===== src/hw/rtl/jsu_pkg.sv =====
// Package for the JSON string unescaper: parser modes, result kinds, error codes,
// the queue entry type, and the UTF-8 encoding helper.
// No dependencies; every other file of the block imports it.
`default_nettype none

package jsu_pkg;

	// Parser modes of the front end. Any other encoding acts as idle.
	typedef enum logic [3:0] {
		MODE_IDLE    = 4'd0,
		MODE_BODY    = 4'd1,
		MODE_ESC     = 4'd2,
		MODE_HEX_A   = 4'd3,
		MODE_WANT_BS = 4'd4,
		MODE_WANT_U  = 4'd5,
		MODE_HEX_B   = 4'd6
	} mode_t;

	// Result kinds.
	localparam logic [1:0] KIND_DATA = 2'd0;
	localparam logic [1:0] KIND_END  = 2'd1;
	localparam logic [1:0] KIND_ERR  = 2'd2;

	// Error codes.
	localparam logic [2:0] ERR_NONE     = 3'd0;
	localparam logic [2:0] ERR_NO_QUOTE = 3'd1;
	localparam logic [2:0] ERR_EARLY    = 3'd2;
	localparam logic [2:0] ERR_ESCAPE   = 3'd3;
	localparam logic [2:0] ERR_HEX      = 3'd4;
	localparam logic [2:0] ERR_NO_U     = 3'd5;
	localparam logic [2:0] ERR_LOW_SURR = 3'd6;
	localparam logic [2:0] ERR_CONTROL  = 3'd7;

	// Queue between front and back end.
	localparam int FIFO_DEPTH = 4;
	localparam int FIFO_AW    = $clog2(FIFO_DEPTH);

	// One queue entry: all results caused by one input byte.
	typedef struct packed {
		logic [1:0]      last_idx;  // number of results minus one
		logic [1:0]      kind;
		logic [2:0]      code;
		logic [3:0][7:0] bytes;     // data bytes in emission order, entry 0 first
	} job_t;

	// Encodes a code point of up to 21 bits into a data entry of 1 to 4 bytes.
	function automatic job_t utf8_job(input logic [20:0] cp);
		job_t j;
		j.kind  = KIND_DATA;
		j.code  = ERR_NONE;
		j.bytes = '0;
		if (cp[20:7] == '0) begin
			j.last_idx = 2'd0;
			j.bytes[0] = cp[7:0];
		end else if (cp[20:11] == '0) begin
			j.last_idx = 2'd1;
			j.bytes[0] = {3'b110, cp[10:6]};
			j.bytes[1] = {2'b10, cp[5:0]};
		end else if (cp[20:16] == '0) begin
			j.last_idx = 2'd2;
			j.bytes[0] = {4'b1110, cp[15:12]};
			j.bytes[1] = {2'b10, cp[11:6]};
			j.bytes[2] = {2'b10, cp[5:0]};
		end else begin
			j.last_idx = 2'd3;
			j.bytes[0] = {5'b11110, cp[20:18]};
			j.bytes[1] = {2'b10, cp[17:12]};
			j.bytes[2] = {2'b10, cp[11:6]};
			j.bytes[3] = {2'b10, cp[5:0]};
		end
		return j;
	endfunction

endpackage

`default_nettype wire


===== src/hw/rtl/jsu_front.sv =====
// Front end of the JSON string unescaper: parser state machine that classifies
// each input byte and builds the queue entry of its results. Uses jsu_pkg.
`default_nettype none

module jsu_front import jsu_pkg::*; (
	input  wire logic       clk,
	input  wire logic       arst_n,
	input  wire logic       fire,      // an input byte transfers this cycle
	input  wire logic [7:0] in_byte,
	input  wire logic       in_ended,
	output logic            push,      // entry goes into the queue
	output job_t            job
);

	mode_t       mode_q, mode_d;
	logic [1:0]  cnt_q, cnt_d;
	logic [15:0] acc_q, acc_d;
	logic [9:0]  hi_q, hi_d;

	logic        hex_ok;
	logic [3:0]  hex_dig;
	logic [15:0] acc_sh;
	logic        hex_done;
	logic        is_high;
	logic        is_low;
	logic [20:0] pair_cp;
	logic        has_res;

	function automatic job_t err_job(input logic [2:0] code);
		job_t j;
		j.last_idx = 2'd0;
		j.kind     = KIND_ERR;
		j.code     = code;
		j.bytes    = '0;
		return j;
	endfunction

	function automatic job_t byte_job(input logic [7:0] b);
		job_t j;
		j.last_idx = 2'd0;
		j.kind     = KIND_DATA;
		j.code     = ERR_NONE;
		j.bytes    = '0;
		j.bytes[0] = b;
		return j;
	endfunction

	// Hex digit decode and surrogate classification of the completed escape.
	always_comb begin
		hex_ok  = 1'b1;
		hex_dig = 4'd0;
		if (in_byte >= "0" && in_byte <= "9") begin
			hex_dig = 4'(in_byte - 8'h30);
		end else if (in_byte >= "a" && in_byte <= "f") begin
			hex_dig = 4'(in_byte - 8'h57);
		end else if (in_byte >= "A" && in_byte <= "F") begin
			hex_dig = 4'(in_byte - 8'h37);
		end else begin
			hex_ok = 1'b0;
		end
	end

	assign acc_sh   = {acc_q[11:0], hex_dig};
	assign hex_done = (cnt_q == 2'd3);
	assign is_high  = (acc_sh[15:10] == 6'b110110);
	assign is_low   = (acc_sh[15:10] == 6'b110111);
	// 0x10000 plus the two ten-bit halves: only the top bits need an add.
	assign pair_cp  = {({1'b0, hi_q[9:6]} + 5'd1), hi_q[5:0], acc_sh[9:0]};

	// Next-state logic of the parser.
	always_comb begin
		mode_d = mode_q;
		cnt_d  = cnt_q;
		acc_d  = acc_q;
		hi_d   = hi_q;
		if (in_ended) begin
			mode_d = MODE_IDLE;
			case (mode_q)
				MODE_BODY, MODE_ESC, MODE_HEX_A, MODE_WANT_BS, MODE_WANT_U, MODE_HEX_B: begin
					cnt_d = 2'd0;
					acc_d = 16'd0;
				end
				default: ;
			endcase
		end else begin
			case (mode_q)
				MODE_BODY: begin
					if (in_byte == "\"") begin
						mode_d = MODE_IDLE;
					end else if (in_byte == "\\") begin
						mode_d = MODE_ESC;
					end else if (in_byte < 8'h20) begin
						mode_d = MODE_IDLE;
						cnt_d  = 2'd0;
						acc_d  = 16'd0;
					end
				end
				MODE_ESC: begin
					case (in_byte)
						"\"", "\\", "/", "b", "f", "n", "r", "t": mode_d = MODE_BODY;
						"u": begin
							mode_d = MODE_HEX_A;
							cnt_d  = 2'd0;
							acc_d  = 16'd0;
						end
						default: begin
							mode_d = MODE_IDLE;
							cnt_d  = 2'd0;
							acc_d  = 16'd0;
						end
					endcase
				end
				MODE_HEX_A, MODE_HEX_B: begin
					if (!hex_ok) begin
						mode_d = MODE_IDLE;
						cnt_d  = 2'd0;
						acc_d  = 16'd0;
					end else if (!hex_done) begin
						cnt_d = cnt_q + 2'd1;
						acc_d = acc_sh;
					end else begin
						cnt_d = 2'd0;
						acc_d = 16'd0;
						if (mode_q == MODE_HEX_A) begin
							if (is_high) begin
								hi_d   = acc_sh[9:0];
								mode_d = MODE_WANT_BS;
							end else begin
								mode_d = MODE_BODY;
							end
						end else if (is_low) begin
							mode_d = MODE_BODY;
						end else begin
							mode_d = MODE_IDLE;
						end
					end
				end
				MODE_WANT_BS: begin
					if (in_byte == "\\") begin
						mode_d = MODE_WANT_U;
					end else begin
						mode_d = MODE_IDLE;
						cnt_d  = 2'd0;
						acc_d  = 16'd0;
					end
				end
				MODE_WANT_U: begin
					mode_d = MODE_IDLE;
					cnt_d  = 2'd0;
					acc_d  = 16'd0;
					if (in_byte == "u") begin
						mode_d = MODE_HEX_B;
					end
				end
				default: begin
					if (in_byte == "\"") begin
						mode_d = MODE_BODY;
					end else begin
						mode_d = MODE_IDLE;
						cnt_d  = 2'd0;
						acc_d  = 16'd0;
					end
				end
			endcase
		end
	end

	// Output logic: the results this byte causes, packed as one entry.
	always_comb begin
		has_res = 1'b0;
		job     = byte_job(8'd0);
		if (in_ended) begin
			case (mode_q)
				MODE_BODY, MODE_ESC, MODE_HEX_A, MODE_WANT_BS, MODE_WANT_U, MODE_HEX_B: begin
					has_res = 1'b1;
					job     = err_job(ERR_EARLY);
				end
				default: ;
			endcase
		end else begin
			case (mode_q)
				MODE_BODY: begin
					if (in_byte == "\"") begin
						has_res      = 1'b1;
						job.kind     = KIND_END;
					end else if (in_byte == "\\") begin
						has_res = 1'b0;
					end else if (in_byte < 8'h20) begin
						has_res = 1'b1;
						job     = err_job(ERR_CONTROL);
					end else begin
						has_res = 1'b1;
						job     = byte_job(in_byte);
					end
				end
				MODE_ESC: begin
					has_res = 1'b1;
					case (in_byte)
						"\"", "\\", "/": job = byte_job(in_byte);
						"b":             job = byte_job(8'h08);
						"f":             job = byte_job(8'h0C);
						"n":             job = byte_job(8'h0A);
						"r":             job = byte_job(8'h0D);
						"t":             job = byte_job(8'h09);
						"u":             has_res = 1'b0;
						default:         job = err_job(ERR_ESCAPE);
					endcase
				end
				MODE_HEX_A, MODE_HEX_B: begin
					if (!hex_ok) begin
						has_res = 1'b1;
						job     = err_job(ERR_HEX);
					end else if (hex_done) begin
						if (mode_q == MODE_HEX_A) begin
							has_res = !is_high;
							job     = utf8_job({5'd0, acc_sh});
						end else if (is_low) begin
							has_res = 1'b1;
							job     = utf8_job(pair_cp);
						end else begin
							has_res = 1'b1;
							job     = err_job(ERR_LOW_SURR);
						end
					end
				end
				MODE_WANT_BS: begin
					has_res = (in_byte != "\\");
					job     = err_job(ERR_NO_U);
				end
				MODE_WANT_U: begin
					has_res = (in_byte != "u");
					job     = err_job(ERR_NO_U);
				end
				default: begin
					has_res = (in_byte != "\"");
					job     = err_job(ERR_NO_QUOTE);
				end
			endcase
		end
	end

	assign push = fire && has_res;

	// Parser state registers, updated on each input transfer.
	always_ff @(posedge clk or negedge arst_n) begin
		if (!arst_n) begin
			mode_q <= MODE_IDLE;
			cnt_q  <= 2'd0;
			acc_q  <= 16'd0;
			hi_q   <= 10'd0;
		end else if (fire) begin
			mode_q <= mode_d;
			cnt_q  <= cnt_d;
			acc_q  <= acc_d;
			hi_q   <= hi_d;
		end
	end

endmodule

`default_nettype wire


===== src/hw/rtl/jsu_fifo.sv =====
// Short queue of result entries between the front and back ends of the
// JSON string unescaper. Uses jsu_pkg for the entry type and depth.
`default_nettype none

module jsu_fifo import jsu_pkg::*; (
	input  wire logic clk,
	input  wire logic arst_n,
	input  wire logic push,
	input  wire job_t wr_data,
	input  wire logic pop,
	output job_t      rd_data,
	output logic      full,
	output logic      empty
);

	job_t               mem [FIFO_DEPTH];
	logic [FIFO_AW-1:0] wr_ptr_q;
	logic [FIFO_AW-1:0] rd_ptr_q;
	logic [FIFO_AW:0]   count_q;

	assign full    = (count_q == (FIFO_AW+1)'(FIFO_DEPTH));
	assign empty   = (count_q == '0);
	assign rd_data = mem[rd_ptr_q];

	// Entry storage.
	always_ff @(posedge clk) begin
		if (push) begin
			mem[wr_ptr_q] <= wr_data;
		end
	end

	// Pointers and fill count.
	always_ff @(posedge clk or negedge arst_n) begin
		if (!arst_n) begin
			wr_ptr_q <= '0;
			rd_ptr_q <= '0;
			count_q  <= '0;
		end else begin
			if (push) begin
				wr_ptr_q <= wr_ptr_q + FIFO_AW'(1);
			end
			if (pop) begin
				rd_ptr_q <= rd_ptr_q + FIFO_AW'(1);
			end
			if (push && !pop) begin
				count_q <= count_q + (FIFO_AW+1)'(1);
			end else if (pop && !push) begin
				count_q <= count_q - (FIFO_AW+1)'(1);
			end
		end
	end

`ifndef ASSERT_OFF
	a_no_overflow: assert property (@(posedge clk) disable iff (!arst_n) full |-> !push)
		else $error("queue written while full");
	a_no_underflow: assert property (@(posedge clk) disable iff (!arst_n) empty |-> !pop)
		else $error("queue read while empty");
	a_count_track: assert property (@(posedge clk) disable iff (!arst_n)
		(push && !pop) |=> (count_q == $past(count_q) + (FIFO_AW+1)'(1)))
		else $error("fill count lost a write");
`endif

endmodule

`default_nettype wire


===== src/hw/rtl/jsu_back.sv =====
// Back end of the JSON string unescaper: walks each queued entry one result
// at a time into a registered output stage. Uses jsu_pkg.
`default_nettype none

module jsu_back import jsu_pkg::*; (
	input  wire logic         clk,
	input  wire logic         arst_n,
	input  wire job_t         head,
	input  wire logic         empty,
	output logic              pop,
	output logic              m_axis_tvalid,
	input  wire logic         m_axis_tready,
	output logic [15:0]       m_axis_tdata,  // [7:0] out_byte, [10:8] error_code, rest zero
	output logic [1:0]        m_axis_tuser,  // [1:0] result_kind
	output logic              m_axis_tlast   // last
);

	logic [1:0] idx_q;
	logic       valid_q;
	logic [7:0] byte_q;
	logic [1:0] kind_q;
	logic [2:0] code_q;
	logic       last_q;
	logic       advance;
	logic       at_last;

	assign advance = !empty && (!valid_q || m_axis_tready);
	assign at_last = (idx_q == head.last_idx);
	assign pop     = advance && at_last;

	// Output valid and position within the current entry.
	always_ff @(posedge clk or negedge arst_n) begin
		if (!arst_n) begin
			valid_q <= 1'b0;
			idx_q   <= 2'd0;
		end else begin
			if (advance) begin
				valid_q <= 1'b1;
				idx_q   <= at_last ? 2'd0 : idx_q + 2'd1;
			end else if (m_axis_tready) begin
				valid_q <= 1'b0;
			end
		end
	end

	// Output payload register.
	always_ff @(posedge clk) begin
		if (advance) begin
			byte_q <= head.bytes[idx_q];
			kind_q <= head.kind;
			code_q <= head.code;
			last_q <= at_last;
		end
	end

	assign m_axis_tvalid = valid_q;
	assign m_axis_tdata  = {5'd0, code_q, byte_q};
	assign m_axis_tuser  = kind_q;
	assign m_axis_tlast  = last_q;

endmodule

`default_nettype wire


===== src/hw/rtl/json_string_unescape_utf8.sv =====
// JSON string unescaper with UTF-8 output, top level; joins jsu_front,
// jsu_fifo and jsu_back, all built on jsu_pkg.
// Each result of a byte passes through the queue and then the registered output stage.
// Throughput: one input byte per cycle while the queue has room; one result per cycle
// when the sink is ready, so multi-byte results drain from the four-entry queue.
// Reset: arst_n clears the parser to waiting for an opening quote and empties the queue.
`default_nettype none

module json_string_unescape_utf8 import jsu_pkg::*; (
	input  wire logic        clk,
	input  wire logic        arst_n,
	input  wire logic        s_axis_tvalid,
	output logic             s_axis_tready,
	input  wire logic [7:0]  s_axis_tdata,   // [7:0] in_byte
	input  wire logic        s_axis_tuser,   // [0] input_ended
	output logic             m_axis_tvalid,
	input  wire logic        m_axis_tready,
	output logic [15:0]      m_axis_tdata,   // [7:0] out_byte, [10:8] error_code, rest zero
	output logic [1:0]       m_axis_tuser,   // [1:0] result_kind
	output logic             m_axis_tlast    // last
);

	logic fire;
	logic push;
	logic pop;
	logic full;
	logic empty;
	job_t job_in;
	job_t job_head;

	// Take a byte whenever the queue has room for its entry.
	assign s_axis_tready = !full;
	assign fire          = s_axis_tvalid && s_axis_tready;

	jsu_front u_front (
		.clk      (clk),
		.arst_n   (arst_n),
		.fire     (fire),
		.in_byte  (s_axis_tdata),
		.in_ended (s_axis_tuser),
		.push     (push),
		.job      (job_in)
	);

	jsu_fifo u_fifo (
		.clk     (clk),
		.arst_n  (arst_n),
		.push    (push),
		.wr_data (job_in),
		.pop     (pop),
		.rd_data (job_head),
		.full    (full),
		.empty   (empty)
	);

	jsu_back u_back (
		.clk           (clk),
		.arst_n        (arst_n),
		.head          (job_head),
		.empty         (empty),
		.pop           (pop),
		.m_axis_tvalid (m_axis_tvalid),
		.m_axis_tready (m_axis_tready),
		.m_axis_tdata  (m_axis_tdata),
		.m_axis_tuser  (m_axis_tuser),
		.m_axis_tlast  (m_axis_tlast)
	);

endmodule

`default_nettype wire

===== config.mk =====
export PLATFORM = sky130hd
export DESIGN_NAME = json_string_unescape_utf8
export DESIGN_NICKNAME = d
export VERILOG_FILES = /design/src/hw/rtl/jsu_pkg.sv /design/src/hw/rtl/jsu_front.sv /design/src/hw/rtl/jsu_fifo.sv /design/src/hw/rtl/jsu_back.sv /design/src/hw/rtl/json_string_unescape_utf8.sv
export SDC_FILE = /design/constraint.sdc
export NUM_CORES = 1
export LEC_CHECK = 0
export ABC_AREA = 1
export BUFFER_PORTS_ARGS = -buffer_cell sky130_fd_sc_hd__clkbuf_2
export CAP_MARGIN = 15
export CORE_MARGIN = 3
export CORE_UTILIZATION = 30
export CTS_CLUSTER_SIZE = 8
export DETAILED_ROUTE_END_ITERATION = 10
export GPL_ROUTABILITY_DRIVEN = 0
export PLACE_DENSITY = 0.48
export SETUP_SLACK_MARGIN = 0.02
export SLEW_MARGIN = 5
export SYNTH_ARGS = -nofsm -noshare
export SYNTH_HDL_FRONTEND = slang
export SYNTH_SLANG_ARGS = --single-unit
export TNS_END_PERCENT = 100

===== constraint.sdc =====
create_clock -name clk -period 3.9 [get_ports clk]
set_input_delay 0 -clock clk [delete_from_list [all_inputs] [get_ports clk]]
set_output_delay 0 -clock clk [all_outputs]
set_load 0.02 [all_outputs]

# Yosys cells after proc, flatten, opt, wreduce, memory -nomap -nowiden
# Memory sizes are Yosys's and may differ from the RTL's.
# Index checks and enable logic that the tools add are counted.
word_totals:
  ram_bits: 156
  input_bits: 13
  output_inout_bits: 21
  wordCells: 185
  mem_count: 1
  regBits: 52
mem_list:
  columns: ["name", "words", "word_bits", "rd", "rd_ports_with_merged_regs", "write_ports", "line", "text"]
  rows:
  - ["u_fifo.mem", 4, 39, 1, 0, 1, "jsu_fifo.sv:16", "job_t mem [FIFO_DEPTH];"]
op_classes:
  addsub: 10
  mux: 88
  n_lt_le_gt_ge: 8
  reduce_logical: 32
  bitwise_logic: 1
  n_eq_ne: 32
ops:
  columns: ["cell", "count"]
  rows:
  - ["$pmux 37 s7", 1]
  - ["$mux 39", 6]
  - ["$pmux 39 s4", 1]
  - ["$mux 12", 10]
  - ["$mux 37", 2]
  - ["$pmux 12 s5", 1]
  - ["$eq 8x7->1 const B", 7]
  - ["$mux 16", 3]
  - ["$mux 4", 10]
  - ["$mux 8", 5]
  - ["$mux 35", 1]
  - ["$mux 2", 17]
  - ["$mux 24", 1]
  - ["$mux 22", 1]
  - ["$pmux 4 s5", 1]
  - ["$mux 1", 18]
  - ["$bmux 8 s2", 1]
  - ["$eq 8x6->1 const B", 2]
  - ["$ge 8x7->1 const B", 2]
  - ["$le 8x7->1 const B", 2]
  - ["$ne 8x7->1 const B", 2]
  - ["$mux 3", 5]
  - ["$logic_not 14->1", 1]
  - ["$mux 14", 1]
  - ["other kinds (43)", 70]

# Logic depth before layout (Yosys ltp)
depth:
  depth_word: 14
  mapped_depth: 19
  ltp_nobuf: 19

# By module
# From an unflattened synthesis, not the netlist that was laid out.
hier_totals:
  cells_unflattened: 1148
  hier_area_um2: 10920.5
by_module_without_submodules:
  columns: ["mod", "seq_area_each_um2", "area_per_inst_um2", "n_inst", "cells_per_inst"]
  rows:
  - ["jsu_fifo", 4859.7, 6804.0, 1, 503]
  - ["jsu_front", 675.6, 3195.6, 1, 550]
  - ["jsu_back", 495.5, 907.1, 1, 92]
  - ["json_string_unescape_utf8", 0.0, 13.8, 1, 3]

# Worst setup path after synthesis
# Ideal clock, no wire load.
synth_timing:
  kind: "register -> register"
  start: "register u_front.mode_q[0]"
  end: "memory u_fifo.mem[0][0] in the netlist's numbering, enable pin"
  n_path_buf: 0
  path_stages_with_launch: 12
  setup_slack_ns: 0.671
  setup_time_ns: 0.427
  arrival_ns: 2.802
  required_ns: 3.473
  period_less_slack_ns: 3.229
  cell_sequence: "dfrtp_1 > inv_2 > nand2_1 > nand2_1 > nand2_1 > nor2_1 > nand2_1 > nand3_1 > nand2_1 > nand2_1 > nand2_2 > nor2_1"
synth_between:
  elab_chain_len: 9
  elab_cells_between_ends: 17
  classes_between: "eq/ne (6); mux (8); reduce/logical (3)"
synth_rtl:
  columns: ["item", "line", "text"]
  rows:
  - ["from (decl)", "jsu_front.sv:15", "mode_t mode_q, mode_d;"]
  - ["from (signal assigned)", "jsu_front.sv:252", "mode_q <= mode_d;"]
  - ["$eq 4x2->1", "jsu_front.sv:173, jsu_front.sv:181, jsu_front.sv:214", null]
  - ["$mux 1", "jsu_front.sv:214", "if (mode_q == MODE_HEX_A) begin"]
  - ["$mux 1", "jsu_front.sv:213", "end else if (hex_done) begin"]
  - ["$mux 1", "jsu_front.sv:210", "if (!hex_ok) begin"]
  - ["$pmux 1 s5", "jsu_front.sv:181", "case (mode_q)"]
  - ["$mux 1 (*)", "jsu_front.sv:172", "if (in_ended) begin"]
  - ["$logic_and 1x1->1 (*)", "jsu_front.sv:242", "assign push = fire && has_res;"]
  - ["$mux 1 (*)", "jsu_fifo.sv:27", "if (push) begin"]
  - ["$mux 1 (implied by the code) (*)", "jsu_fifo.sv:28", "mem[wr_ptr_q] <= wr_data;"]
  - ["to (decl)", "jsu_fifo.sv:16", null]
# Every way passes the cells marked *; elsewhere a longest branch is shown, timed or not.

# Final worst setup path
layout_timing:
  start: "register u_front.mode_q[0]"
  end: "register u_fifo.count_q[2]"
layout_between:
  elab_chain_len: 10
  elab_cells_between_ends: 20
  classes_between: "eq/ne (6); mux (7); reduce/logical (7)"
layout_rtl:
  columns: ["item", "line", "text"]
  rows:
  - ["$eq 4x2->1", "jsu_front.sv:173, jsu_front.sv:181, jsu_front.sv:214", null]
  - ["$mux 1", "jsu_front.sv:214", null]
  - ["$mux 1", "jsu_front.sv:213", null]
  - ["$mux 1", "jsu_front.sv:210", null]
  - ["$pmux 1 s5", "jsu_front.sv:181", null]
  - ["$mux 1 (*)", "jsu_front.sv:172", null]
  - ["$logic_and 1x1->1 (*)", "jsu_front.sv:242", null]
  - ["net push", "json_string_unescape_utf8.sv:24", "logic push;"]
  - ["$logic_not 1->1", "jsu_fifo.sv:47", "end else if (pop && !push) begin"]
  - ["$logic_and 1x1->1", "jsu_fifo.sv:47", null]
  - ["$reduce_bool 2->1 (no line)", null, null]
  - ["to (signal assigned)", "jsu_fifo.sv:46", "count_q <= count_q + (FIFO_AW+1)'(1);"]
  - ["to (signal assigned)", "jsu_fifo.sv:48", "count_q <= count_q - (FIFO_AW+1)'(1);"]
  - ["to (decl)", "jsu_fifo.sv:19", "logic [FIFO_AW:0] count_q;"]
# The timed path passes the listed nets; every way through them passes the cells marked *.
# A chain may end at the register's enable or synchronous reset.

==> flow_summary.json <==
{
  "status": "complete, no violations",
  "hp-class": "in2reg",
  "cts-buffers-inserted": 17,
  "final_nets": 1078,
  "dr.pass1.iters": 8,
  "antennaDiodeCount": 0,
  "antenna_found_initial": 0,
  "seq_power_share": 0.411,
  "met3_usage": 0.02990,
  "period_share": 0.7864,
  "cts.sinks": 191,
  "drive_gt1_frac": 0.1164,
  "power_switching_uw": 2349,
  "required_ns": 4.23,
  "drc": 0,
  "dpl.hpwl_um": 18600,
  "maxSlewHeadroom": 0.4699,
  "path_clk_slew_ns": 0.09,
  "clkPwrFrac": 0.295,
  "grt_max_degree": 45,
  "drtAntennaViolNets": 0,
  "synth.distinct_cells": 48,
  "postCtsSetupBuffers": 0,
  "yosys_warnings": 0,
  "die_y_um": 185.6,
  "grt_pass1_wl_um": 42650,
  "endpoint": "u_fifo.count_q[2]",
  "vias": 7459,
  "syn_avg_cell_area_um2": 9.418,
  "final_cells": 1467,
  "areaGrowthSynthToFinish_pct": 13.40,
  "period_minus_slack_ns": 3.067,
  "synth_area_um2": 9672,
  "ys.flop_type": "edfxtp_1",
  "ir_drop_mv": 0.2784,
  "layout_commonest_cell": "nand2_1",
  "num_rows": 65,
  "worstSetupStartpointType": "register",
  "cts_root_buf": "clkbuf_16",
  "max_slew.worst_pin.slew_ns": 0.7904,
  "io_buffers": 28,
  "worst_slack_ns": 0.8332,
  "dpl.cell_count": 1433,
  "crit_type": "reg2reg",
  "final_hold_viol_count": 0,
  "p_sw_frac": 0.3689,
  "max_freq_ghz": 0.3261,
  "final-setup-viol-count": 0,
  "ys_ff_latch": 191,
  "slew_viol_final": 0,
  "first_global_vias": 7280,
  "viasPerCell": 5.085,
  "fin_area_um2": 10970,
  "use_met1": 0.2295,
  "nFillCells": 3233,
  "arrival_ns": 3.40,
  "place_worst_setup_slack_ns": 0.7604,
  "reg2reg_to": "u_fifo.count_q[2]",
  "drtIter0Drc": 894,
  "rsz0062_at_grt": "false",
  "syn_inst": 1027,
  "timing.rr.start": "u_front.mode_q[0]",
  "clkLatencyLatePin_ns": 0.45,
  "cts_tree": "yes",
  "ff2ff_path_depth": 17,
  "placed_cell_area_um2": 10300,
  "end_kind": "register",
  "seq_area_frac_synth": 0.5739,
  "fin_setup_tns_ns": 0,
  "synthArstFlopShare": 0.1937,
  "grt_overflow_total": 0,
  "r2r_slack_ns": 0.83,
  "initial_core_util": 0.3057,
  "finalClockSkew_ns": 0.01673,
  "mostFrequentLayoutCells": "190 x nand2_1, 154 x edfxtp_1, 125 x nor2_1",
  "startpoint": "u_front.mode_q[0]",
  "synth_edf_count": 154,
  "powerDensity_nw_per_um2": 580.4,
  "grt-busiest-layer": "met2",
  "die-area_um2": 34430,
  "coreArea_um2": 31640,
  "comb_power_share": 0.293,
  "drv_cap": 0,
  "htree_levels": 4,
  "pin_count": 34,
  "die_w_um": 185.6,
  "wl_um": 27220,
  "routedWlPerCell_um": 18.56,
  "use_met2": 0.2609,
  "p_int_uw": 4018,
  "cp_max_fo": 8,
  "leakagePower_uw": 0.004369,
  "clk_path_buf_depth": 2,
  "grt_usage": 0.1630
}
==> power by group through the flow <==
stage / registers [µW] / logic [µW] / clock network [µW]
2_1_floorplan: 2730 / 1150 / 0
3_3_place_gp: 2670 / 1890 / 0
3_5_place_dp: 2670 / 1890 / 0
4_1_cts: 2620 / 1890 / 1920
5_1_grt: 2650 / 2100 / 2000
6_report: 2620 / 1870 / 1880
==> kinds of logic (layout without fill, tap and decap cells) <==
family | Yosys count | count (layout) | share of synthesized area
fa+ha+maj | 13 | 13 | 0.01759
other cells | 1 | 5 | 0.0003877
xor+xnor | 7 | 7 | 0.006339
compound gates | 214 | 214 | 0.1300
buf+inv | 148 | 182 | 0.06261
simple gates | 453 | 453 | 0.2092
flops | 191 | 191 | 0.5739
==> critical path, cell delays in order (launching register included) <==
cell	delay, ns
dfrtp_1	0.44
inv_2	0.10
nand3_1	0.26
inv_1	0.23
nand2_1	0.09
nand2_1	0.07
a21oi_1	0.05
nand3_1	0.11
nand2_1	0.07
nand2_1	0.10
nand2_2	0.18
inv_1	0.15
ha_1	0.15
inv_1	0.07
fa_1	0.45
a21oi_1	0.15
o21ai_0	0.11
xor2_1	0.15
==> final cells by class <==
type | instances | area, µm² | area share
multi-input combinational | 692 | 3567 | 0.3252
sequential | 191 | 5552 | 0.5062
clock inverter | 15 | 217.7 | 0.01985
tap | 402 | 503.0 | 0.04586
inverter | 102 | 382.9 | 0.03491
timing repair buffer | 48 | 320.3 | 0.02920
clock buffer | 17 | 425.4 | 0.03879
==> how the worst min path moves through the flow <==
| stage | start | to | depth (start not counted) |
|---|---|---|---|
| finish | s_axis_tdata[7] | u_fifo.mem[2][7] | 2 |
| global route | s_axis_tdata[7] | u_fifo.mem[2][7] | 2 |
| CTS | s_axis_tdata[7] | u_fifo.mem[2][7] | 2 |
| detailed placement | arst_n | u_front.hi_q[9] | 2 |
| global placement | arst_n | u_front.hi_q[9] | 2 |
| floorplan | arst_n | u_back.idx_q[0] | 0 |
==> registers in the layout, summed over array words and instances, names as in the netlist, 3 cells and up <==
register	cells
u_back.byte_q	8
u_back.code_q	3
u_fifo.count_q	3
u_fifo.mem	140
u_front.acc_q	12
u_front.hi_q	10
u_front.mode_q	3
==> metal layers <==
layer	share of wire	wire length [µm]
met5	0	0
met4	0.014	384
met3	0.045	1219
met2	0.46	12600
met1	0.48	13020
==> stage by stage <==
step	power (µW)	utilization	hold WS [ns]
2_1_floorplan	3881	-	-0.2956
3_3_place_gp	4557	0.3257	0.1170
3_5_place_dp	4554	0.3257	0.1178
4_1_cts	6438	0.3467	0.03474
5_1_grt	6755	0.3467	0.07449
6_report	6366	0.3467	0.03407
==> repair_timing <==
item                                   in CTS  in global routing
endpoints found under the hold margin      38                  0
gates resized for setup                     0                  0
hold buffers                                2                  0
==> cells in the mapped netlist (2+ instances only) <==
cell | instances | area [µm²]
nand2_1 | 190 | 713.2
edfxtp_1 | 154 | 4624
nor2_1 | 129 | 484.2
o21ai_0 | 91 | 455.4
inv_1 | 89 | 334.1
nand3_1 | 82 | 410.4
a21oi_1 | 43 | 215.2
dfrtp_1 | 37 | 925.9
clkbuf_1 | 26 | 97.59
o221ai_1 | 21 | 183.9
o22ai_1 | 18 | 112.6
nand4_1 | 16 | 100.1
ha_1 | 12 | 150.1
inv_2 | 12 | 45.04
o21ai_1 | 12 | 60.06
buf_2 | 10 | 50.05
o211ai_1 | 10 | 75.07
nor2_2 | 7 | 43.79
buf_4 | 6 | 45.04
nor3_1 | 6 | 30.03
xor2_1 | 6 | 52.55
nand2_2 | 5 | 31.28
nand3_2 | 5 | 50.05
a211oi_1 | 4 | 30.03
a31oi_1 | 4 | 25.02
o2111ai_1 | 3 | 26.28
a22oi_1 | 2 | 15.01
a32oi_1 | 2 | 17.52
buf_1 | 2 | 7.510
buf_6 | 2 | 22.52
nand3b_1 | 2 | 15.01
nor2_4 | 2 | 22.52
nor3_2 | 2 | 20.02
(Power assumes the default switching activity.)
